**src/sv/awt_pkg.sv**
```systemverilog
`default_nettype none
package awt_pkg;

  // Table geometry
  localparam int unsigned WATCH_ENTRIES = 16;
  localparam int unsigned ADDR_W        = 16;
  localparam int unsigned FUNC_W        = 3;

  // Request codes
  localparam logic [FUNC_W-1:0] FUNC_ADD     = 3'd0;
  localparam logic [FUNC_W-1:0] FUNC_REMOVE  = 3'd1;
  localparam logic [FUNC_W-1:0] FUNC_ENABLE  = 3'd2;
  localparam logic [FUNC_W-1:0] FUNC_DISABLE = 3'd3;
  localparam logic [FUNC_W-1:0] FUNC_DIS_ALL = 3'd4;
  localparam logic [FUNC_W-1:0] FUNC_CHECK   = 3'd5;
  localparam logic [FUNC_W-1:0] FUNC_QUERY   = 3'd6;

  typedef logic [WATCH_ENTRIES-1:0] entry_vec_t;

  // Request payload
  typedef struct packed {
    logic [FUNC_W-1:0] func;
    logic [ADDR_W-1:0] watch_addr;
  } awt_req_t;

  // Result payload
  typedef struct packed {
    logic hit;
    logic present;
    logic table_full;
    logic any_enabled;
  } awt_rsp_t;

  // Request register contents handed to the table
  typedef struct packed {
    logic     vld;
    awt_req_t req;
  } awt_stage_t;

endpackage
`default_nettype wire

```
**src/sv/address_watchpoint_table_top.sv**
```systemverilog
// Channel   Handshake             Payload
// in_       in_valid / in_ready   awt_req_t  (func, watch_addr)
// out_      out_valid / out_ready awt_rsp_t  (hit, present, table_full, any_enabled)
//
// One request per cycle unless out_ready stalls; its result is registered.
// All 16 entries are compared combinationally between request and result registers.
// Synchronous reset clears every valid and enable mark at once; no clearing pass.
// out_ready low holds the result; in_ready falls only when both registers are full
// and out_ready is low.
`default_nettype none
module address_watchpoint_table_top (
  input  logic              clk,
  input  logic              rst_n,
  input  logic              in_valid,
  output logic              in_ready,
  input  awt_pkg::awt_req_t in_data,
  output logic              out_valid,
  input  logic              out_ready,
  output awt_pkg::awt_rsp_t out_data
);
  import awt_pkg::*;

  awt_stage_t stage;
  awt_rsp_t   rsp;
  logic       adv;
  logic       fire;

  // Request register
  awt_req_reg u_req (
    .clk      (clk),
    .rst_n    (rst_n),
    .in_valid (in_valid),
    .in_ready (in_ready),
    .in_data  (in_data),
    .adv      (adv),
    .stage    (stage)
  );

  // Watchpoint entries and match logic
  awt_table u_table (
    .clk   (clk),
    .rst_n (rst_n),
    .stage (stage),
    .adv   (adv),
    .fire  (fire),
    .rsp   (rsp)
  );

  // Result register
  awt_rsp_reg u_rsp (
    .clk       (clk),
    .rst_n     (rst_n),
    .fire      (fire),
    .rsp       (rsp),
    .adv       (adv),
    .out_valid (out_valid),
    .out_ready (out_ready),
    .out_data  (out_data)
  );

endmodule
`default_nettype wire

```
**src/sv/awt_req_reg.sv**
```systemverilog
`default_nettype none
module awt_req_reg (
  input  logic              clk,
  input  logic              rst_n,
  input  logic              in_valid,
  output logic              in_ready,
  input  awt_pkg::awt_req_t in_data,
  input  logic              adv,
  output awt_pkg::awt_stage_t stage
);
  import awt_pkg::*;

  logic     vld_r;
  logic     vld_nxt;
  awt_req_t req_r;
  logic     take;

  // Accept when empty or when the held request moves on this cycle
  assign in_ready = !vld_r || adv;
  assign take     = in_valid && in_ready;

  always_comb begin
    vld_nxt = vld_r;
    if (take) begin
      vld_nxt = 1'b1;
    end else if (adv) begin
      vld_nxt = 1'b0;
    end
  end

  always_ff @(posedge clk) begin
    if (!rst_n) begin
      vld_r <= 1'b0;
    end else begin
      vld_r <= vld_nxt;
    end
  end

  // Hold payload until the next request is taken
  always_ff @(posedge clk) begin
    if (take) begin
      req_r <= in_data;
    end
  end

  assign stage.vld = vld_r;
  assign stage.req = req_r;

endmodule
`default_nettype wire

```
**src/sv/awt_table.sv**
```systemverilog
`default_nettype none
module awt_table (
  input  logic                clk,
  input  logic                rst_n,
  input  awt_pkg::awt_stage_t stage,
  input  logic                adv,
  output logic                fire,
  output awt_pkg::awt_rsp_t   rsp
);
  import awt_pkg::*;

  logic [ADDR_W-1:0] addr_r [WATCH_ENTRIES];
  entry_vec_t valid_r;
  entry_vec_t valid_nxt;
  entry_vec_t en_r;
  entry_vec_t en_nxt;
  entry_vec_t match;
  entry_vec_t free_vec;
  entry_vec_t free_oh;
  entry_vec_t wr_oh;
  entry_vec_t post_match;
  logic       any_match;
  logic       tbl_full;
  logic       drop;

  assign fire = stage.vld && adv;

  // Compare every entry with the request address
  always_comb begin
    for (int i = 0; i < WATCH_ENTRIES; i++) begin
      match[i] = valid_r[i] && (addr_r[i] == stage.req.watch_addr);
    end
  end

  assign any_match = |match;
  assign tbl_full  = &valid_r;

  // Pick the lowest free entry as a one-hot vector
  assign free_vec = ~valid_r;
  assign free_oh  = free_vec & (~free_vec + entry_vec_t'(1));

  // Work out the table after this request
  always_comb begin
    valid_nxt = valid_r;
    en_nxt    = en_r;
    wr_oh     = '0;
    drop      = 1'b0;
    unique case (stage.req.func)
      FUNC_ADD: begin
        if (any_match) begin
          en_nxt = en_r | match;
        end else if (!tbl_full) begin
          valid_nxt = valid_r | free_oh;
          en_nxt    = en_r | free_oh;
          wr_oh     = free_oh;
        end else begin
          drop = 1'b1;
        end
      end
      FUNC_REMOVE: begin
        valid_nxt = valid_r & ~match;
        en_nxt    = en_r & ~match;
      end
      FUNC_ENABLE:  en_nxt = en_r | match;
      FUNC_DISABLE: en_nxt = en_r & ~match;
      FUNC_DIS_ALL: en_nxt = '0;
      default: ;
    endcase
  end

  // Matched entries keep their address; a fresh entry matches by construction
  assign post_match = (match & valid_nxt) | wr_oh;

  assign rsp.hit         = |(post_match & en_nxt);
  assign rsp.present     = |post_match;
  assign rsp.table_full  = drop;
  assign rsp.any_enabled = |(valid_nxt & en_nxt);

  // Commit marks when the request moves to the result register
  always_ff @(posedge clk) begin
    if (!rst_n) begin
      valid_r <= '0;
      en_r    <= '0;
    end else if (fire) begin
      valid_r <= valid_nxt;
      en_r    <= en_nxt;
    end
  end

  // Write the address of a newly added entry
  always_ff @(posedge clk) begin
    for (int i = 0; i < WATCH_ENTRIES; i++) begin
      if (fire && wr_oh[i]) begin
        addr_r[i] <= stage.req.watch_addr;
      end
    end
  end

endmodule
`default_nettype wire

```
**src/sv/awt_rsp_reg.sv**
```systemverilog
`default_nettype none
module awt_rsp_reg (
  input  logic              clk,
  input  logic              rst_n,
  input  logic              fire,
  input  awt_pkg::awt_rsp_t rsp,
  output logic              adv,
  output logic              out_valid,
  input  logic              out_ready,
  output awt_pkg::awt_rsp_t out_data
);
  import awt_pkg::*;

  logic     vld_r;
  logic     vld_nxt;
  awt_rsp_t data_r;

  // Room for a new result when empty or when the held one leaves
  assign adv = !vld_r || out_ready;

  always_comb begin
    vld_nxt = vld_r;
    if (fire) begin
      vld_nxt = 1'b1;
    end else if (out_ready) begin
      vld_nxt = 1'b0;
    end
  end

  always_ff @(posedge clk) begin
    if (!rst_n) begin
      vld_r <= 1'b0;
    end else begin
      vld_r <= vld_nxt;
    end
  end

  // Hold the result until it is taken
  always_ff @(posedge clk) begin
    if (fire) begin
      data_r <= rsp;
    end
  end

  assign out_valid = vld_r;
  assign out_data  = data_r;

endmodule
`default_nettype wire

```
**config.mk**
```make
export PLATFORM = sky130hd
export DESIGN_NAME = address_watchpoint_table_top
export DESIGN_NICKNAME = d
export VERILOG_FILES = /design/src/sv/awt_pkg.sv /design/src/sv/address_watchpoint_table_top.sv /design/src/sv/awt_req_reg.sv /design/src/sv/awt_table.sv /design/src/sv/awt_rsp_reg.sv
export SDC_FILE = /design/constraint.sdc
export NUM_CORES = 1
export LEC_CHECK = 0
export BUFFER_PORTS_ARGS = -buffer_cell sky130_fd_sc_hd__buf_2
export CAP_MARGIN = 20
export CELL_PAD_IN_SITES_DETAIL_PLACEMENT = 2
export CELL_PAD_IN_SITES_GLOBAL_PLACEMENT = 2
export CORE_ASPECT_RATIO = 1.25
export CORE_MARGIN = 2
export CORE_UTILIZATION = 40
export CTS_CLUSTER_DIAMETER = 30
export DETAILED_ROUTE_END_ITERATION = 10
export GPL_TIMING_DRIVEN = 1
export PLACE_DENSITY_LB_ADDON = 0.1
export SLEW_MARGIN = 10
export SYNTH_ARGS = -nofsm -noshare
export SYNTH_HDL_FRONTEND = slang
export SYNTH_SLANG_ARGS = --single-unit
```
**constraint.sdc**
```tcl
create_clock -name clk -period 5.2 [get_ports clk]
set_input_delay 1.56 -clock clk [delete_from_list [all_inputs] [get_ports clk]]
set_output_delay 1.56 -clock clk [all_outputs]
set_load 0.02 [all_outputs]
```
Word level (Yosys, flattened, before mapping):

Memories as Yosys holds them, arrays and structs flattened.
Index checks and enable logic that the tools add are counted.

* register bits after elaboration: 57
* RAM bits: 256
* bits of input ports: 23
* output and inout port bits: 6
* word-level logic and storage cells: 200
* memories kept: 1

* $add $sub $neg: 1
* equal/unequal tests: 20
* multiplexer cells: 91
* bitwise logic cells: 14
* reductions and logical operators: 63

Memories
* u_table.addr_r: words 16, bits a word 16, read ports 16, clocked after Yosys merged registers in 0, wr ports 1, RTL line awt_table.sv:12 `logic [ADDR_W-1:0] addr_r [WATCH_ENTRIES];`

Operators by type and width (count)
* $mux 16: 22
* $reduce_or 16->1: 19
* $eq 16x16->1: 16
* $and 16x16->16: 6
* $or 16x16->16: 4
* $pmux 16 s4: 1
* $mux 4: 15
* $mux 1: 52
* $not 16->16: 3
* $logic_and 1x1->1: 34
* $pmux 16 s2: 1
* $reduce_or 17->1: 1
* $add 16x1->16 const B: 1
* $reduce_and 16->1: 1
* $eq 3x2->1 const B: 2
* $reduce_bool 2->1: 2
* $eq 3x1->1 const B: 1
* $eq 3x3->1 const B: 1
* $logic_not 3->1: 1
* $logic_not 1->1: 2
* $logic_or 1x1->1: 2
* $reduce_or 2->1: 1
* $not 1->1: 1

Depth between registers and ports, before layout:

* depth in word-level cells: 26
* depth in mapped cells: 13
* depth with buffers taken out: 9

Modules after synthesis:

Synthesis repeated with hierarchy kept, for this count alone.

* cells, all modules: 1110
* area total of the unflattened synthesis: 14876.8 um^2

Modules (own cells, without submodules)
* awt_table: instances 1, cells an instance 1077, area each 14072.2 um^2, seq. area each 8328.0 um^2
* awt_req_reg: instances 1, cells an instance 25, area each 635.6 um^2, seq. area each 590.6 um^2
* awt_rsp_reg: instances 1, cells an instance 8, area each 168.9 um^2, seq. area each 140.1 um^2

Worst setup path before layout:

No wires, ideal clock.

* path type: register -> register
* from: register u_req.req_r (netlist bit u_req.stage[6])
* to: memory u_table.addr_r[11][0] (netlist: u_table.addr_r[5][16]) (enable)
* setup time: 409 ps
* data arrival time: 3579 ps
* required time: 4791 ps
* slack: 1212 ps
* cell stages (with the launch flop): 13
* buffers on the path: 3
* period minus slack after synthesis: 3988 ps
* cells stage by stage: edfxtp_1 > buf_6 > buf_12 > xor2_1 > nor4_2 > and4_4 > a222oi_1 > and4_4 > nand2_2 > buf_2 > nor2_1 > nand2_1 > nor3_1

* word-level cells in the longest chain between the ends: 24
* elaborated cells between the ends (all ways): 128
* those cells by class: eq/ne: 16; mux: 64; reduce/logical: 48

RTL lines
* start, declared: RTL line awt_req_reg.sv:15 `awt_req_t req_r;`
* start signal, assigned: RTL line awt_req_reg.sv:42 `req_r <= in_data;`
* $eq 16x16->1: RTL line awt_table.sv:31 `match[i] = valid_r[i] && (addr_r[i] == stage.req.watch_addr);`
* $logic_and 1x1->1: RTL line awt_table.sv:31
* $reduce_or 16->1 (*): RTL line awt_table.sv:35 `assign any_match = |match;`
* $mux 16 (*): RTL line awt_table.sv:50 `if (any_match) begin`
* $mux 16 (*): RTL line awt_table.sv:48 `unique case (stage.req.func)`
* $logic_and 1x1->1: RTL line awt_table.sv:93 `if (fire && wr_oh[i]) begin`
* $mux 1: RTL line awt_table.sv:93
* $mux 1 (not written as such): RTL line awt_table.sv:94 `addr_r[i] <= stage.req.watch_addr;`
* $reduce_or 16->1 (no source line)
* $mux 4 (no source line) / $mux 1 (equally long branches) (15 in a row)
* end, declared: RTL line awt_table.sv:12

Mark *: on every way between the ends. The rest lies on a longest branch, timed or not.

==> metrics <==
outcome=completed; Placed Area=between 15,000 and 20,000 um2; syn nets=1,152; share of layout cells above drive strength 1=roughly 20%; biggest area consumer among synthesized cells=edfxtp_1; dpl cells=roughly 1,600; CP bufs+invs=1; std cell rows=79; RSZ-0062 raised after global routing=false; port buffer count=28; vias in the first global route=11,674; setup tns final=0 ns; most used cell along the critical path=nand4_1; via count=between 10,000 and 15,000; worst-case vdd ir drop=between 300 and 400 uV; HPWL Detailed=a little over 30 mm; Synth cell types=between 70 and 80; number of synthesized flops with an enable pin=roughly 280; Highest Clock Rate=approximately 200 MHz; # clock sinks=roughly 310; Synth Instances=roughly 1,100; Slew @ Worst Pin=0.989 ns; Hold WS=between 0.4 and 0.5 ns; CP max stage delay=0.92 ns; largest net degree at the start of global routing=33; sequential-to-total area share from yosys stat=about three fifths; antenna violations before repair=0; P_leak=between 6 and 7 nW; area grow syn2layout=24.4%; Worst Path Required=about 5.5 ns; wire length of the first global-routing pass=76.5 mm; nets=between 1,000 and 1,500; critical path class=reg2reg; die height=between 200 and 250 um; io pins=29; n_diodes=0; CP cell instances=buf_4 -> xnor2_1 -> nand4_1 -> nor4_2 -> o2bb2a_2 -> and4_1 -> nand2_2 -> o22ai_1 -> a221oi_1 -> nand4_1; H-tree levels=3; Area contributors post-synth=edfxtp_1, xnor2_1, dfxtp_1; final cell count without fillers=around 1,800; Pwr Total=8.51 mW; Critical Path Start Type=register; Tot GR Track Use=approximately 27%; final hold vios=0; Avg Synthesized Cell Area=approximately 13 um2; CTS tree=done; DRC=0; CTS clk-pin slew, worst paths=about 0.05 ns; # Post-CTS Setup Buffers=0; Yosys warnings=0; Power Dens Cells=between 400 and 500 nW/um2; number of gates resized after cts=0; Post-Syn Area=roughly 15,000 um2; Final setup viols=0; grt total ovfl=0; critical path data arrival time=roughly 5.2 ns; Synth Flop Type=edfxtp_1; slew margin rel.=32.3%; worst hold path type=reg2reg; drt wl/cell=around 29 um; CORE AREA=37,000 um2; Final WS setup=0.283 ns; Multi-input gate area=between 5000 and 6000 um2; Final Skew=about 0.021 ns; initial core utilization=between 40% and 50%; hold-fix buffers at CTS=0; CP endpoint kind=register; CTS Buf Count=77; top cell type's share of synthesized area=a little under three fifths; Fill cells=between 3,000 and 4,000; Die Area=38,900 um2; clock root cell=clkbuf_16; crit-path leading delay family=simple AND/OR/NAND/NOR gates; final instance area=18,600 um2; Final Max Slew Viols=0; final wirelength=between 50 and 60 mm; most common cell in the synthesized netlist=edfxtp_1; slowest CP cell=edfxtp_1; Final Wtd Congestion=0.903; Iteration-0 DRC Markers=700; final period utilization=roughly 95%; Die Width=around 180 um; DP Worst Slack=about 0.38 ns; Max Cap Viol=0; Post-synth top cells=edfxtp_1, xnor2_1, xor2_1, nor2_1, nand4_1; Tmin final=a little under 5 ns; asr flop ratio synth=0%; vias per cell=between 5 and 6; Max FO, Critical Path=19; drt first pass iters=5; Max Root-Sink Buffers=3; Storage cell area=between 9000 and 10,000 um2; Clock Latency Late Sink=about 0.6 ns; Synth Register Bits=313; Routed Antenna Nets=0; final core occ=about half
layer usage:
metal / part of all wire [%] / routed length [um] / vias to the layer above / track usage [%]
li1: - / - / 4465 / -
met2: 52 / 26500 / 261 / 48.3
met1: 40 / 20200 / 5444 / 30.7
met3: 3.5 / 1750 / 126 / 4.35
met5: 0 / 0 / - / 0
met4: 4.4 / 2240 / 0 / 13.9
worst paths after layout:
check                                    start                      endpoint  slack (ns)  cells past startpoint
setup reg to reg     u_req.stage[10]$_DFFE_PP_   u_rsp.out_data[0]$_DFFE_PP_        0.28                     10
hold reg to reg   u_table.en_r[5]$_SDFFE_PN0P_  u_table.en_r[5]$_SDFFE_PN0P_        0.49                      2
hold / removal    u_table.en_r[5]$_SDFFE_PN0P_  u_table.en_r[5]$_SDFFE_PN0P_        0.49                      2
setup / recovery     u_req.stage[10]$_DFFE_PP_   u_rsp.out_data[0]$_DFFE_PP_        0.28                     10
placed cells by master (no fill, tap or decap), types with 5 or more instances in the layout:
cell type and count:
edfxtp_1 279, xnor2_1 192, clkbuf_16 79, xor2_1 62
nor2_1 58, nand4_1 56, nand2_1 55, buf_4 51
dfxtp_1 34, a21oi_1 33, buf_2 29, o21ai_0 25
nor4_1 24, a31oi_1 23, nand3_1 23, nor3_1 18
bufinv_16 18, inv_1 14, buf_12 12, clkinvlp_4 11
nor3_2 9, clkbuf_1 9, and3_1 8, o31ai_1 8
nor4_2 8, and2_1 7, or3_1 7, a211oi_1 7
o211ai_1 7, a221oi_1 7, clkinv_1 7, a22oi_1 6
and4_1 5, clkinv_2 5, inv_6 5
kinds of logic after synthesis:
group	Yosys count	share of synthesized area [%]
compound gates	168	7.98
mux	2	0.134
flops	313	60.7
xor+xnor	256	15.1
buf+inv	88	4.68
simple gates	302	11.4
final cells by class:
type	count	area share [%]
timing repair buffer	92	4.14
clock inverter	54	4.61
clock buffer	88	10.8
inverter	16	0.323
multi-input combinational	728	28.0
tap	486	3.27
sequential	313	48.8
power by group:
| group | switching, mW | total [mW] | internal (mW) |
|---|---|---|---|
| clock | 1.64 | 5.33 | 3.70 |
| sequential | 0.0319 | 2.80 | 2.77 |
| combinational | 0.247 | 0.382 | 0.135 |
| total | 1.92 | 8.51 | 6.60 |
worst reg2reg max path, cell delays in order (launching register included):
cell      delay, ns
edfxtp_1       0.92
buf_4          0.30
xnor2_1        0.13
nand4_1        0.14
nor4_2         0.70
o2bb2a_2       0.34
and4_1         0.43
nand2_2        0.52
o22ai_1        0.27
a221oi_1       0.69
nand4_1        0.20
registers in the layout, summed over array words and instances (netlist names):
signal / count
u_table.en_r: 16
u_rsp.out_data: 4
u_req.vld_r: 1
u_table.valid_r: 16
u_table.addr_r: 256
u_req.stage: 19
u_rsp.out_valid: 1
Note: power is estimated with default switching activity, not from simulation.
